<file path="src/hw/rtl/pu_pkg.sv">
// ---------------------------------------------------------------------------
// pu_pkg
// Shared types and constants for the permutation unrank unit: factorial
// table, controller states and the command/status bundles.
// ---------------------------------------------------------------------------
package pu_pkg;

    localparam int SIZE_W = 5;
    localparam int RANK_W = 62;
    localparam int ELEM_W = 5;

    typedef enum logic [1:0] {
        ST_IDLE,
        ST_CHECK,
        ST_DIV
    } state_t;

    typedef struct packed {
        logic load;
        logic check;
        logic step;
    } cmd_t;

    typedef struct packed {
        logic bad;
        logic bit_last;
        logic digit_last;
    } status_t;

    // n! for n = 0..20; larger indexes give zero
    function automatic logic [RANK_W-1:0] fact(input logic [SIZE_W-1:0] n);
        logic [RANK_W-1:0] f;
        case (n)
            5'd0:    f = 62'd1;
            5'd1:    f = 62'd1;
            5'd2:    f = 62'd2;
            5'd3:    f = 62'd6;
            5'd4:    f = 62'd24;
            5'd5:    f = 62'd120;
            5'd6:    f = 62'd720;
            5'd7:    f = 62'd5040;
            5'd8:    f = 62'd40320;
            5'd9:    f = 62'd362880;
            5'd10:   f = 62'd3628800;
            5'd11:   f = 62'd39916800;
            5'd12:   f = 62'd479001600;
            5'd13:   f = 62'd6227020800;
            5'd14:   f = 62'd87178291200;
            5'd15:   f = 62'd1307674368000;
            5'd16:   f = 62'd20922789888000;
            5'd17:   f = 62'd355687428096000;
            5'd18:   f = 62'd6402373705728000;
            5'd19:   f = 62'd121645100408832000;
            5'd20:   f = 62'd2432902008176640000;
            default: f = '0;
        endcase
        return f;
    endfunction

endpackage

</file>
<file path="src/hw/rtl/pu_ctrl.sv">
// ---------------------------------------------------------------------------
// pu_ctrl
// Controller: sequences request check and the per-digit division steps.
// ---------------------------------------------------------------------------
module pu_ctrl (
    input  logic            clk,
    input  logic            rst_n,
    input  logic            start,
    input  pu_pkg::status_t status,
    output pu_pkg::cmd_t    cmd,
    output logic            busy
);

    pu_pkg::state_t state_reg;
    pu_pkg::state_t state_next;

    always_ff @(posedge clk or negedge rst_n)
    begin
        if (!rst_n)
        begin
            state_reg <= pu_pkg::ST_IDLE;
        end
        else
        begin
            state_reg <= state_next;
        end
    end

    always_comb
    begin
        state_next = state_reg;
        case (state_reg)
            pu_pkg::ST_IDLE:
            begin
                if (start)
                begin
                    state_next = pu_pkg::ST_CHECK;
                end
            end
            pu_pkg::ST_CHECK:
            begin
                state_next = status.bad ? pu_pkg::ST_IDLE : pu_pkg::ST_DIV;
            end
            pu_pkg::ST_DIV:
            begin
                if (status.bit_last && status.digit_last)
                begin
                    state_next = pu_pkg::ST_IDLE;
                end
            end
            default:
            begin
                state_next = pu_pkg::ST_IDLE;
            end
        endcase
    end

    always_comb
    begin
        cmd  = '0;
        busy = 1'b1;
        case (state_reg)
            pu_pkg::ST_IDLE:
            begin
                busy     = 1'b0;
                cmd.load = start;
            end
            pu_pkg::ST_CHECK:
            begin
                cmd.check = 1'b1;
            end
            pu_pkg::ST_DIV:
            begin
                cmd.step = 1'b1;
            end
            default:
            begin
                busy = 1'b0;
            end
        endcase
    end

endmodule

</file>
<file path="config.mk">
export PLATFORM = sky130hd
export DESIGN_NAME = pu_ctrl
export DESIGN_NICKNAME = d
export VERILOG_FILES = /design/src/hw/rtl/pu_pkg.sv /design/src/hw/rtl/pu_ctrl.sv
export SDC_FILE = /design/constraint.sdc
export NUM_CORES = 1
export LEC_CHECK = 0
export ABC_AREA = 1
export BUFFER_PORTS_ARGS = -buffer_cell sky130_fd_sc_hd__buf_2
export CAP_MARGIN = 15
export CORE_AREA = 4 4 41 43
export DETAILED_ROUTE_END_ITERATION = 7
export DIE_AREA = 0 0 45 47
export GPL_ROUTABILITY_DRIVEN = 0
export REMOVE_ABC_BUFFERS = 1
export SETUP_SLACK_MARGIN = 0.05
export SLEW_MARGIN = 10
export SYNTH_ARGS = -nofsm -noshare
export SYNTH_HDL_FRONTEND = slang
export SYNTH_SLANG_ARGS = --single-unit
</file>
<file path="constraint.sdc">
create_clock -name clk -period 1 [get_ports clk]
set_input_delay 0.05 -clock clk [delete_from_list [all_inputs] [get_ports clk]]
set_output_delay 0.05 -clock clk [all_outputs]
set_load 0.03 [all_outputs]
</file>
; Word level (Yosys, flattened, before mapping)
; Index checks and enable logic that the tools add are counted.
[op_classes]
mux = 8
reduce_logical = 4
n_eq_ne = 4
[ops]
columns = op, count
row1 = 2-to-1 mux 2 bit, 3
row2 = case mux 2 bit (3 select lines), 1
row3 = 2-to-1 mux 1 bit, 4
row4 = != test 2 bit (second input constant), 2
row5 = equality test 2 x 1 -> 1 bit (second input constant), 1
row6 = equality test 2 bit (second input constant), 1
row7 = zero test 2 bit, 1
row8 = AND reduction 2 bit, 1
row9 = OR reduction 2 bit, 1
row10 = logical AND 1 bit, 1
[word_totals]
register_bits = 2
out_inout_bits = 4
input_bits = 6

; Depth between registers and ports, before layout
; Gate-level depths: netlist of run 1.
[logic_depth]
depth_word = 3
ltp_mapped = 6
depth_no_buf = 6

; Worst setup path before layout of run 1
; No wires, ideal clock.
[synth_path]
path_kind = flip-flop to flip-flop
from = register state_reg[0]
to = register state_reg[0]
required_ns = 0.884
synth_period_minus_slack_ns = 1.169
setup_time_ns = 0.116
path_stages_with_launch = 6
arrival_ns = 1.053
n_path_buf = 0
setup_slack_ns = -0.169
cell_sequence = dfrtp_1 inv_1 ha_1 nand2_2 nand3_1 nand2_1
[synth_via]
elab_chain_len = 3
elab_cells_between_ends = 7
[synth_lines]
columns = item, line_no
row1 = "start, declared", pu_ctrl.sv:14  ; pu_pkg::state_t state_reg;
row2 = "start signal, assigned", pu_ctrl.sv:21  ; state_reg <= pu_pkg::ST_IDLE;
row3 = "start signal, assigned", pu_ctrl.sv:25  ; state_reg <= state_next;
row4 = equality test 2 bit or zero test 2 bit (tied branches), pu_ctrl.sv:32  ; case (state_reg)
row5 = != test 2 bit (no source line), n/a
row6 = AND reduction 2 bit (no source line), n/a
; Parallel ways exist; a longest one is shown, timed or not.
; A chain may end at the register's enable or synchronous reset.

==> metrics.txt, run 1 <==
initial antenna violation count 0; leakage power 0.0001785 uW; combinational family with the most area after synthesis simple AND/OR/NAND/NOR gates; number of placed instances, taps included 47; clock transition time at the flip-flop clock pins of the worst setup and hold paths 30 ps; Yosys top cell by area sky130_fd_sc_hd__dfrtp_1; combined flip-flop and latch cell area roughly 50 sq um; internal reg-to-reg setup slack -60 ps; HPWL after detailed placement around 300 um; synth top area cells sky130_fd_sc_hd__dfrtp_1 29%, sky130_fd_sc_hd__ha_1 29%, sky130_fd_sc_hd__nand2_1 13%, sky130_fd_sc_hd__inv_1 11%, sky130_fd_sc_hd__nand2_2 11%; Final Max Tran Viols 0; number of standard cells in the final layout excluding fillers 53; Clk Tree Root Cell sky130_fd_sc_hd__clkbuf_4; wire length per cell 7.057 um; highest-delay cell along the critical path sky130_fd_sc_hd__dfrtp_1; share of cell area taken by muxes after synthesis 0%; grt total ovfl 0; count of buffering cells on the critical path with inverters included 2; worst path cell trace buf_4 > ha_2 > buf_6; clock tree from TritonCTS built; kind of cell adding the most delay to the critical path flip-flops; status finished, violations left; setup repair after global routing missed its margin true; achievable frequency 0.9118 GHz; multi-input logic area 122.6 sq um; die area 2115 sq um; total routing usage reported by global routing around 5%; post-synthesis sequential area ratio 28.78%; post-DR vias/cell 3.396; via count of the first global-routing pass 183; crit start category register; total number of placement rows 13; final number of setup-violating endpoints 6; post-synthesis share of cell area spent on and, or, nand and nor gates a little under a third; number of distinct library cell variants in the gate-level netlist after synthesis 7; number of flip-flops in the largest register 2; clock latency on the worst-skew pair 220 ps; synthesized area divided by synthesized cell count between 7 and 8 sq um; highest fanout seen on the critical path 2; final antenna-violating net count 0; clock sink count 2; max-cap violations 0; clock tree buffer depth 2; minimum period implied by the final worst setup slack 1097 ps; fraction of the mapped netlist area in adder cells 28.78%; quantity of I/O buffers inserted on ports 9; Worst-Margin Slew 115.6 ps; VDD IR-drop max 0.6720 mV; first-pass GRT wire length 662 um; die span in x roughly 45 um; violated checks setup timing; path type of the worst setup path reg2out; highest-count cells in the layout ignoring fill and taps 5 x sky130_fd_sc_hd__nand2_1, 5 x sky130_fd_sc_hd__buf_2, 4 x sky130_fd_sc_hd__nand2_2, 4 x sky130_fd_sc_hd__buf_6; Compound-Gate Fraction of Synth Area 0%; YS warnings 0; Synth Register Bits 2; share of final-layout standard cells stronger than drive strength 1 60.53%; cell count after synthesis 23; final hold violation count 0; Top-Level Pins 10; fill cell total of the finished layout 149; final clock period utilization by the worst path 109.7%; endpoint arrival time on the critical path between 1000 and 1500 ps; antenna diode count 0; Min-Delay Path Class in2reg; number of detailed-route iterations in the first pass 1; final worst setup slack -96.72 ps; worst stage delay on the critical path ~370 ps; DRT iter0 DRCs 0; DP Worst Slack -33.73 ps; power density over cell area roughly 3400 nW/um^2; pin count of the biggest net entering global routing 4; Critical Path Sink Type output pin; count of nets after finishing 50; Worst Skew between 1 and 1.5 ps; H-Tree Level Count 1; TritonCTS Buffers 3; tightest slew margin relative to the limit between 90% and 100%; Placeable Area 1301 sq um; fraction of post-synthesis cell area in the top cell type by area 28.78%; XOR/XNOR Fraction of Synth Area 0%; detailed-route wire length approximately 370 um; data required time of the critical path 950 ps; number of remaining DRC errors 0; cell area after synthesis about 170 sq um; Synth-to-Final Area Change 88.49%; Vert. Die Dim approximately 47 um; Starting Density 13.37%; DR vias 180
## path summary, 6_finish.rpt
kind / cells after the start / to / startpoint
worst max-delay path: 3 / cmd[0] / state_reg[1]
worst min-delay path: 4 / state_reg[1] / status[2]
worst max register to register: 6 / state_reg[1] / state_reg[1]
worst min register to register: 2 / state_reg[0] / state_reg[0]
max in group asynchronous: 2 / state_reg[0] / rst_n
min in group asynchronous: 2 / state_reg[1] / rst_n
## cells in the mapped netlist
master and n:
sky130_fd_sc_hd__nand2_1 6, sky130_fd_sc_hd__inv_1 5, sky130_fd_sc_hd__dfrtp_1 2, sky130_fd_sc_hd__nand2_2 3, sky130_fd_sc_hd__nand3_1 2, sky130_fd_sc_hd__ha_1 4
sky130_fd_sc_hd__nor2_1 1
## area by class of cell
cell class	instances	area share, %
Sequential cell	2	15.27
Multi-Input combinational cell	16	37.40
Timing Repair Buffer	12	29.01
Tap cell	15	5.725
Inverter	5	5.725
Clock buffer	3	6.870
## through the flow
stage	power, uW	TNS (ps)	area, sq um	util (%)	hold slack (ps)
detailed placement	703.9	-58.98	237.7	18.27	-162.6
floorplan	595.5	-338.2	173.9	-	-245.6
finish	1128	-435.0	327.8	25.19	111.1
global route	1223	-791.1	327.8	25.19	134.4
CTS	1112	-549.7	315.3	24.23	107.4
global placement	701.6	-34.79	237.7	18.27	-163.6
## power breakdown
| part | internal [uW] | leakage, uW | switching (uW) |
|---|---|---|---|
| sequential | 120 | 0.0000253 | 28.5 |
| combinational | 373 | 0.000139 | 432 |
| clock | 132 | 0.0000138 | 41.7 |
## cell families (layout without fill, tap and decap cells)
family                   Yosys count  in the layout
AND/OR/NAND/NOR                   12             12
buffers and inverters              5             20
adder cells (fa/ha/maj)            4              4
flip-flops                         2              2
## worst register-to-register path: cells and delay by family (launching register included)
| kind | cells | cell delay [ps] |
|---|---|---|
| adder cells (fa/ha/maj) | 1 | 180 |
| buffers and inverters | 1 | 140 |
| flip-flops | 1 | 370 |
| AND/OR/NAND/NOR | 4 | 240 |
## routing by layer
layer | vias up | track usage (%) | share of wire, %
met5 | - | 0 | 0
met4 | 0 | 7.018 | 0
li1 | 98 | - | -
met1 | 74 | 4.318 | 38
met2 | 8 | 7.345 | 49
met3 | 0 | 2.299 | 13
## repair_timing
item | 4_1_cts | 5_1_grt
pin swaps | 0 | 1
endpoints found under the hold margin | 2 | 0
buffers inserted | 1 | 1
resized for setup | 12 | 3
hold buffers | 1 | 0
endpoints found under the setup margin | 6 | 6
(Power assumes the default switching activity.)
==> run 2: changes to the inputs <==
--- a/config.mk
+++ b/config.mk
@@ -6,11 +6,11 @@
 export NUM_CORES = 1
 export LEC_CHECK = 0
 export ABC_AREA = 1
-export BUFFER_PORTS_ARGS = -buffer_cell sky130_fd_sc_hd__buf_2
 export CAP_MARGIN = 15
 export CORE_AREA = 4 4 41 43
 export DETAILED_ROUTE_END_ITERATION = 7
 export DIE_AREA = 0 0 45 47
+export DONT_BUFFER_PORTS = 1
 export GPL_ROUTABILITY_DRIVEN = 0
 export REMOVE_ABC_BUFFERS = 1
 export SETUP_SLACK_MARGIN = 0.05
==> run 2 against run 1 <==
Compared with the run above:
- the run still ends with setup timing left
- total power rose by 9.8%
- combinational power rose by 13%
- clock power fell by 2%
- critical path depth did not move
- sequential share of layout area fell by 0.51 points
- clock-buffer cell count did not move
- utilization rose by 0.87 points
- global-route usage rose by 0.32 points
- hold slack got worse by 88 ps
- flip-flop and latch count did not move
- sequential power rose by 3%
==> metrics.txt, run 2 (synthesized netlist as in run 1, its figures left out) <==
final clock period utilization by the worst path 109.5% (was 109.7%); Top-Level Pins 10 (unchanged); pin count of the biggest net entering global routing 4 (unchanged); DRT iter0 DRCs 0 (unchanged); number of remaining DRC errors 0 (unchanged); via count of the first global-routing pass 190 (was 183); most common cell after layout, fill and taps aside sky130_fd_sc_hd__nand2_1; Final Max Tran Viols 0 (unchanged); clock sink count 2 (unchanged); highest-delay cell along the critical path sky130_fd_sc_hd__dfrtp_1 (unchanged); TritonCTS Buffers 3 (unchanged); highest-count cells in the layout ignoring fill and taps 5 x sky130_fd_sc_hd__nand2_1, 3 x sky130_fd_sc_hd__nand2_4, 3 x sky130_fd_sc_hd__ha_4, 3 x sky130_fd_sc_hd__clkbuf_4, 3 x sky130_fd_sc_hd__buf_6 (was 5 x sky130_fd_sc_hd__nand2_1, 5 x sky130_fd_sc_hd__buf_2, 4 x sky130_fd_sc_hd__nand2_2, 4 x sky130_fd_sc_hd__buf_6); Starting Density 13.37% (unchanged); Vert. Die Dim 47 um (unchanged); tightest slew margin relative to the limit 92.04% (was 92.29%); highest fanout seen on the critical path 3 (was 2); number of detailed-route iterations in the first pass 1 (unchanged); Critical Path Sink Type output pin (unchanged); clock transition time at the flip-flop clock pins of the worst setup and hold paths 30 ps (about the same); final hold violation count 0 (unchanged); HPWL after detailed placement 296.3 um (was 297.5 um); combined flip-flop and latch cell area 50.05 sq um (unchanged); setup repair after global routing missed its margin true (unchanged); detailed-route wire length 404 um (was 374 um); clock tree from TritonCTS built (unchanged); violated checks setup timing (unchanged); wire length per cell 8.596 um (was 7.057 um); data required time of the critical path 950 ps (about the same); worst stage delay on the critical path 390 ps (was 370 ps); post-DR vias/cell 3.532 (was 3.396); crit start category register (unchanged); Min-Delay Path Class in2reg (unchanged); clock tree buffer depth 2 (unchanged); initial antenna violation count 0 (unchanged); area post-placement 207.7 sq um (was 237.7 sq um); final worst setup slack -94.67 ps (was -96.72 ps); worst path cell trace buf_4 > ha_4 > buf_6 (was buf_4 > ha_2 > buf_6); status finished, violations left (unchanged); Worst Skew 0.9898 ps (was 1.242 ps); timing startpoint of the critical path state_reg[0] (was state_reg[1]); first-pass GRT wire length 696 um (was 662 um); die span in x 45 um (unchanged); clock latency on the worst-skew pair 220 ps (about the same); grt total ovfl 0 (unchanged); final antenna-violating net count 0 (unchanged); Synth-to-Final Area Change 94.96% (was 88.49%); antenna diode count 0 (unchanged); power density over cell area 3652 nW/um^2 (was 3442 nW/um^2); path type of the worst setup path reg2out (unchanged); number of flip-flops in the largest register 2 (unchanged); start of the worst register-to-register path state_reg[1] (unchanged); max-cap violations 0 (unchanged); count of nets after finishing 44 (was 50); total number of placement rows 13 (unchanged); achievable frequency 0.9135 GHz (was 0.9118 GHz); minimum period implied by the final worst setup slack 1095 ps (was 1097 ps); leakage power 0.0001669 uW (was 0.0001785 uW); share of final-layout standard cells stronger than drive strength 1 59.38% (was 60.53%); Worst Hold Launch status[2] (unchanged); Clk Tree Root Cell sky130_fd_sc_hd__clkbuf_4 (unchanged); DR vias 166 (was 180); DP Worst Slack -50.34 ps (was -33.73 ps); final number of setup-violating endpoints 6 (unchanged); Worst-Margin Slew 119.2 ps (was 115.6 ps); VDD IR-drop max 0.6600 mV (was 0.6720 mV); area of all placed cells without fillers 339.1 sq um (was 327.8 sq um); multi-input logic area 165.2 sq um (was 122.6 sq um); total routing usage reported by global routing 5.292% (was 4.976%); endpoint arrival time on the critical path 1040 ps (was 1050 ps); H-Tree Level Count 1 (unchanged); die area 2115 sq um (unchanged); fill cell total of the finished layout 149 (unchanged); Placeable Area 1301 sq um (unchanged); quantity of I/O buffers inserted on ports 0 (was 9); final worst hold slack 22.81 ps (was 111.1 ps)
## run 2: cell types whose count changed in the layout (fill, tap and decap cells not counted), sizes merged
cell | previous run | this run
buf | 11 | 5
## run 2: power by group
| part | switching (uW) | internal [uW] |
|---|---|---|
| combinational | 500 | 414 |
| clock | 38.3 | 132 |
| sequential | 33.5 | 120 |
| total | 572 | 666 |
## run 2: final timing paths
check	cells past startpoint	slack, ps	to
max	3	-90	cmd[1]
min	3	20	state_reg[1]
max reg2reg	5	-30	state_reg[1]
min reg2reg	2	520	state_reg[0]
max in group asynchronous	1	810	state_reg[0]
min in group asynchronous	1	70	state_reg[1]
## run 2: per-stage QoR
step	cells	util (%)	TNS (ps)	power, uW
finish	47	26.06	-335.4	1238
global route	47	26.06	-596.2	1335
CTS	46	23.08	-398.4	1143
detailed placement	40	15.96	-98.86	702.1
global placement	40	15.96	-42.67	689.5
floorplan	23	-	-338.2	595.5
## run 2: routing by layer
layer | share of wire [%] | vias to the layer above | global-route usage, %
met3 | 13 | 2 | 2.299
met1 | 32 | 70 | 4.318
met4 | 1.7 | 0 | 8.772
met2 | 53 | 8 | 7.627
met5 | 0 | - | 0
li1 | - | 86 | -
## run 2: area by class of cell
class	count	share of cell area (%)
Multi-Input combinational cell	16	48.71
Timing Repair Buffer	6	17.34
Tap cell	15	5.535
Inverter	5	7.011
Sequential cell	2	14.76
Clock buffer	3	6.642
## run 2: repair_timing
action | in CTS | in global routing
gates resized for setup | 13 | 6
hold endpoints to repair | 2 | 0
pin swaps | 2 | 1
endpoints found under the setup margin | 6 | 6
buffers inserted | 2 | 1
hold buffers | 1 | 0
cloned | 0 | 0
## run 2: worst max-delay path: cells and delay by family, from the launching register on
family / cells / cell delay, ps
adders and majority gates: 1 / 150
DFF: 1 / 390
buffers and inverters: 2 / 280
==> run 3: changes to the inputs <==
--- a/config.mk
+++ b/config.mk
@@ -6,12 +6,13 @@
 export NUM_CORES = 1
 export LEC_CHECK = 0
 export ABC_AREA = 1
-export CAP_MARGIN = 15
+export CAP_MARGIN = 20
 export CORE_AREA = 4 4 41 43
 export DETAILED_ROUTE_END_ITERATION = 7
 export DIE_AREA = 0 0 45 47
 export DONT_BUFFER_PORTS = 1
 export GPL_ROUTABILITY_DRIVEN = 0
+export PLACE_DENSITY_LB_ADDON = 0.12
 export REMOVE_ABC_BUFFERS = 1
 export SETUP_SLACK_MARGIN = 0.05
 export SLEW_MARGIN = 10
==> run 3 against run 2 <==
Compared with the run above:
- the run still ends with setup timing left
- routed wire length is 6.2% higher
- first-iteration DRC count increased by 1
- fmax down 2.1%
- register-to-register slack worse by 30 ps
- clock skew rose by 1.8 ps
==> metrics.txt, run 3 (synthesized netlist as in run 1, its figures left out) <==
power density over cell area 3608 nW/um^2 (was 3652 nW/um^2); die span in x 45 um (unchanged); via count of the first global-routing pass 188 (was 190); timing startpoint of the critical path state_reg[1] (was state_reg[0]); number of flip-flops in the largest register 2 (unchanged); grt total ovfl 0 (unchanged); detailed-route wire length 429 um (was 404 um); highest-delay cell along the critical path sky130_fd_sc_hd__dfrtp_2 (was sky130_fd_sc_hd__dfrtp_1); start of the worst register-to-register path state_reg[1] (unchanged); final antenna-violating net count 0 (unchanged); routed wire length on met2 240 um (was 213 um); achievable frequency 0.8946 GHz (was 0.9135 GHz); switching power summed over all nets 574.2 uW (was 572.1 uW); max-cap violations 0 (unchanged); number of detailed-route iterations in the first pass 4 (was 1); Worst Hold Launch status[2] (unchanged); first-pass GRT wire length 690 um (was 696 um); violated checks setup timing (unchanged); Starting Density 13.37% (unchanged); uppermost layer routed met3 (was met4); Vert. Die Dim 47 um (unchanged); HPWL after detailed placement 299.1 um (was 296.3 um); count of nets after finishing 46 (was 44); endpoint arrival time on the critical path 1070 ps (was 1040 ps); post-route setup TNS -483.8 ps (was -335.4 ps); Min-Delay Path Class in2reg (unchanged); worst stage delay on the critical path 440 ps (was 390 ps); Clk Tree Root Cell sky130_fd_sc_hd__clkbuf_4 (unchanged); share of final-layout standard cells stronger than drive strength 1 61.76% (was 59.38%); Final Max Tran Viols 0 (unchanged); number of instances on the worst hold path 3 (unchanged); crit start category register (unchanged); clock tree buffer depth 2 (unchanged); DR vias 175 (was 166); leakage power 0.0001733 uW (was 0.0001669 uW); setup repair after global routing missed its margin true (unchanged); clock transition time at the flip-flop clock pins of the worst setup and hold paths 30 ps (about the same); minimum period implied by the final worst setup slack 1118 ps (was 1095 ps); depth of the worst register-to-register path 6 (was 5); Worst-Margin Slew 140.2 ps (was 119.2 ps); initial antenna violation count 0 (unchanged); H-Tree Level Count 1 (unchanged); final worst setup slack -117.8 ps (was -94.67 ps); final clock period utilization by the worst path 111.8% (was 109.5%); die area 2115 sq um (unchanged); post-DR vias/cell 3.571 (was 3.532); antenna diode count 0 (unchanged); highest fanout seen on the critical path 3 (unchanged); total number of placement rows 13 (unchanged); quantity of I/O buffers inserted on ports 0 (unchanged); kind of cell adding the most delay to the critical path flip-flops (unchanged); most common cell after layout, fill and taps aside sky130_fd_sc_hd__nand2_1 (unchanged); highest-count cells in the layout ignoring fill and taps 5 x sky130_fd_sc_hd__nand2_1, 4 x sky130_fd_sc_hd__buf_6, 3 x sky130_fd_sc_hd__ha_4, 3 x sky130_fd_sc_hd__clkbuf_4, 3 x sky130_fd_sc_hd__buf_4 (was 5 x sky130_fd_sc_hd__nand2_1, 3 x sky130_fd_sc_hd__nand2_4, 3 x sky130_fd_sc_hd__ha_4, 3 x sky130_fd_sc_hd__clkbuf_4, 3 x sky130_fd_sc_hd__buf_6); number of remaining DRC errors 0 (unchanged); status finished, violations left (unchanged); final hold violation count 0 (unchanged); Top-Level Pins 10 (unchanged); worst path cell trace ha_4 > buf_6 > buf_6 (was buf_4 > ha_4 > buf_6); final number of setup-violating endpoints 6 (unchanged); clock latency on the worst-skew pair 220 ps (about the same); Critical Path Sink Type output pin (unchanged); wire length per cell 8.755 um (was 8.596 um); length of routed met3 wiring 38 um (was 54 um); count of buffering cells on the critical path with inverters included 2 (unchanged); total routing usage reported by global routing 4.660% (was 5.292%); VDD IR-drop max 1.238 mV (was 0.6600 mV); most frequent cell on the critical path sky130_fd_sc_hd__buf_6; Synth-to-Final Area Change 102.2% (was 94.96%); proportion of total power due to net switching 45.26% (was 46.20%); endpoint of the lowest-slack register-to-register path state_reg[0] (was state_reg[1]); clock tree from TritonCTS built (unchanged); path type of the worst setup path reg2out (unchanged); DRT iter0 DRCs 1 (was 0); Placeable Area 1301 sq um (unchanged); internal reg-to-reg setup slack -60 ps (was -30 ps); part of the total power dissipated in the clock network 13.6% (was 13.7%); tightest slew margin relative to the limit 90.65% (was 92.04%); pin count of the biggest net entering global routing 4 (unchanged); utilization after layout 27.02% (was 26.06%); detailed-routing wirelength on met1 150 um (was 129 um); hold path endpoint state_reg[1] (unchanged); logic gate share of total power 72.4% (was 73.8%); clock sink count 2 (unchanged); TritonCTS Buffers 3 (unchanged); Worst Skew 2.793 ps (was 0.9898 ps); Internal Pwr Total 694.5 uW (was 666.3 uW); data required time of the critical path 950 ps (about the same); sequential group share of total power 14.0% (was 12.4%)
[run 3: cell count changes in the layout (fill, tap and decap cells not counted)]
cell	before	now
sky130_fd_sc_hd__buf_4	2	3
sky130_fd_sc_hd__buf_6	3	4
sky130_fd_sc_hd__dfrtp_1	2	1
sky130_fd_sc_hd__dfrtp_2	0	1
sky130_fd_sc_hd__inv_2	2	1
sky130_fd_sc_hd__inv_4	0	1
sky130_fd_sc_hd__nand2_2	1	2
sky130_fd_sc_hd__nand2_4	3	2
sky130_fd_sc_hd__nand3_1	1	2
sky130_fd_sc_hd__nand3_2	1	0
[run 3: repair_timing]
action,in CTS,in global routing
hold buffers,1,0
gates resized for setup,18,2
setup endpoints to repair,6,6
pin swaps,3,1
buffers inserted,4,0
hold endpoints to repair,2,0
[run 3: per-stage QoR]
stage / area, sq um / power (uW) / worst slack (ps) / instances / hold WS (ps)
3_5_place_dp: 215.2 / 714.5 / -58.77 / 41 / -245.5
5_1_grt: 351.6 / 1375 / -168.8 / 49 / 52.54
2_1_floorplan: 173.9 / 595.5 / -169.1 / 23 / -245.6
4_1_cts: 347.8 / 1269 / -135.5 / 49 / 17.10
6_report: 351.6 / 1269 / -117.8 / 49 / 25.69
3_3_place_gp: 215.2 / 709.6 / -45.42 / 41 / -245.5
[run 3: worst max path at each step]
stage          depth (start not counted)      endpoint  slack [ps]
2_1_floorplan                          5  state_reg[0]        -170
6_report                               3        cmd[0]        -120
3_5_place_dp                           6  state_reg[0]         -60
3_3_place_gp                           6  state_reg[0]         -50
4_1_cts                                4        cmd[2]        -140
5_1_grt                                4        cmd[0]        -170
[run 3: worst min-delay path, stage by stage]
cell                      delay [ps]
sky130_fd_sc_hd__nor2_1           30
sky130_fd_sc_hd__nand3_1          80
sky130_fd_sc_hd__nand2_1          50
[run 3: power groups by stage]
stage	Combinational [uW]	Sequential (uW)	Clock [uW]
final	919	178	172
after global routing	997	184	193
after CTS	913	169	187
after detailed placement	559	156	0
after global placement	554	155	0
after floorplan	452	144	0
[run 3: routing by layer]
layer | GRT usage, % | up-vias
met1 | 4.318 | 79
met5 | 0 | -
met4 | 3.509 | 0
met3 | 1.916 | 0
met2 | 8.192 | 6
li1 | - | 90
[run 3: layout make-up]
class,count,area [sq um]
Fill cell,146,949.7
Clock buffer,3,22.52
Inverter,5,26.28
Multi-Input combinational cell,16,155.1
Sequential cell,2,51.30
Timing Repair Buffer,8,77.57
Tap cell,15,18.77
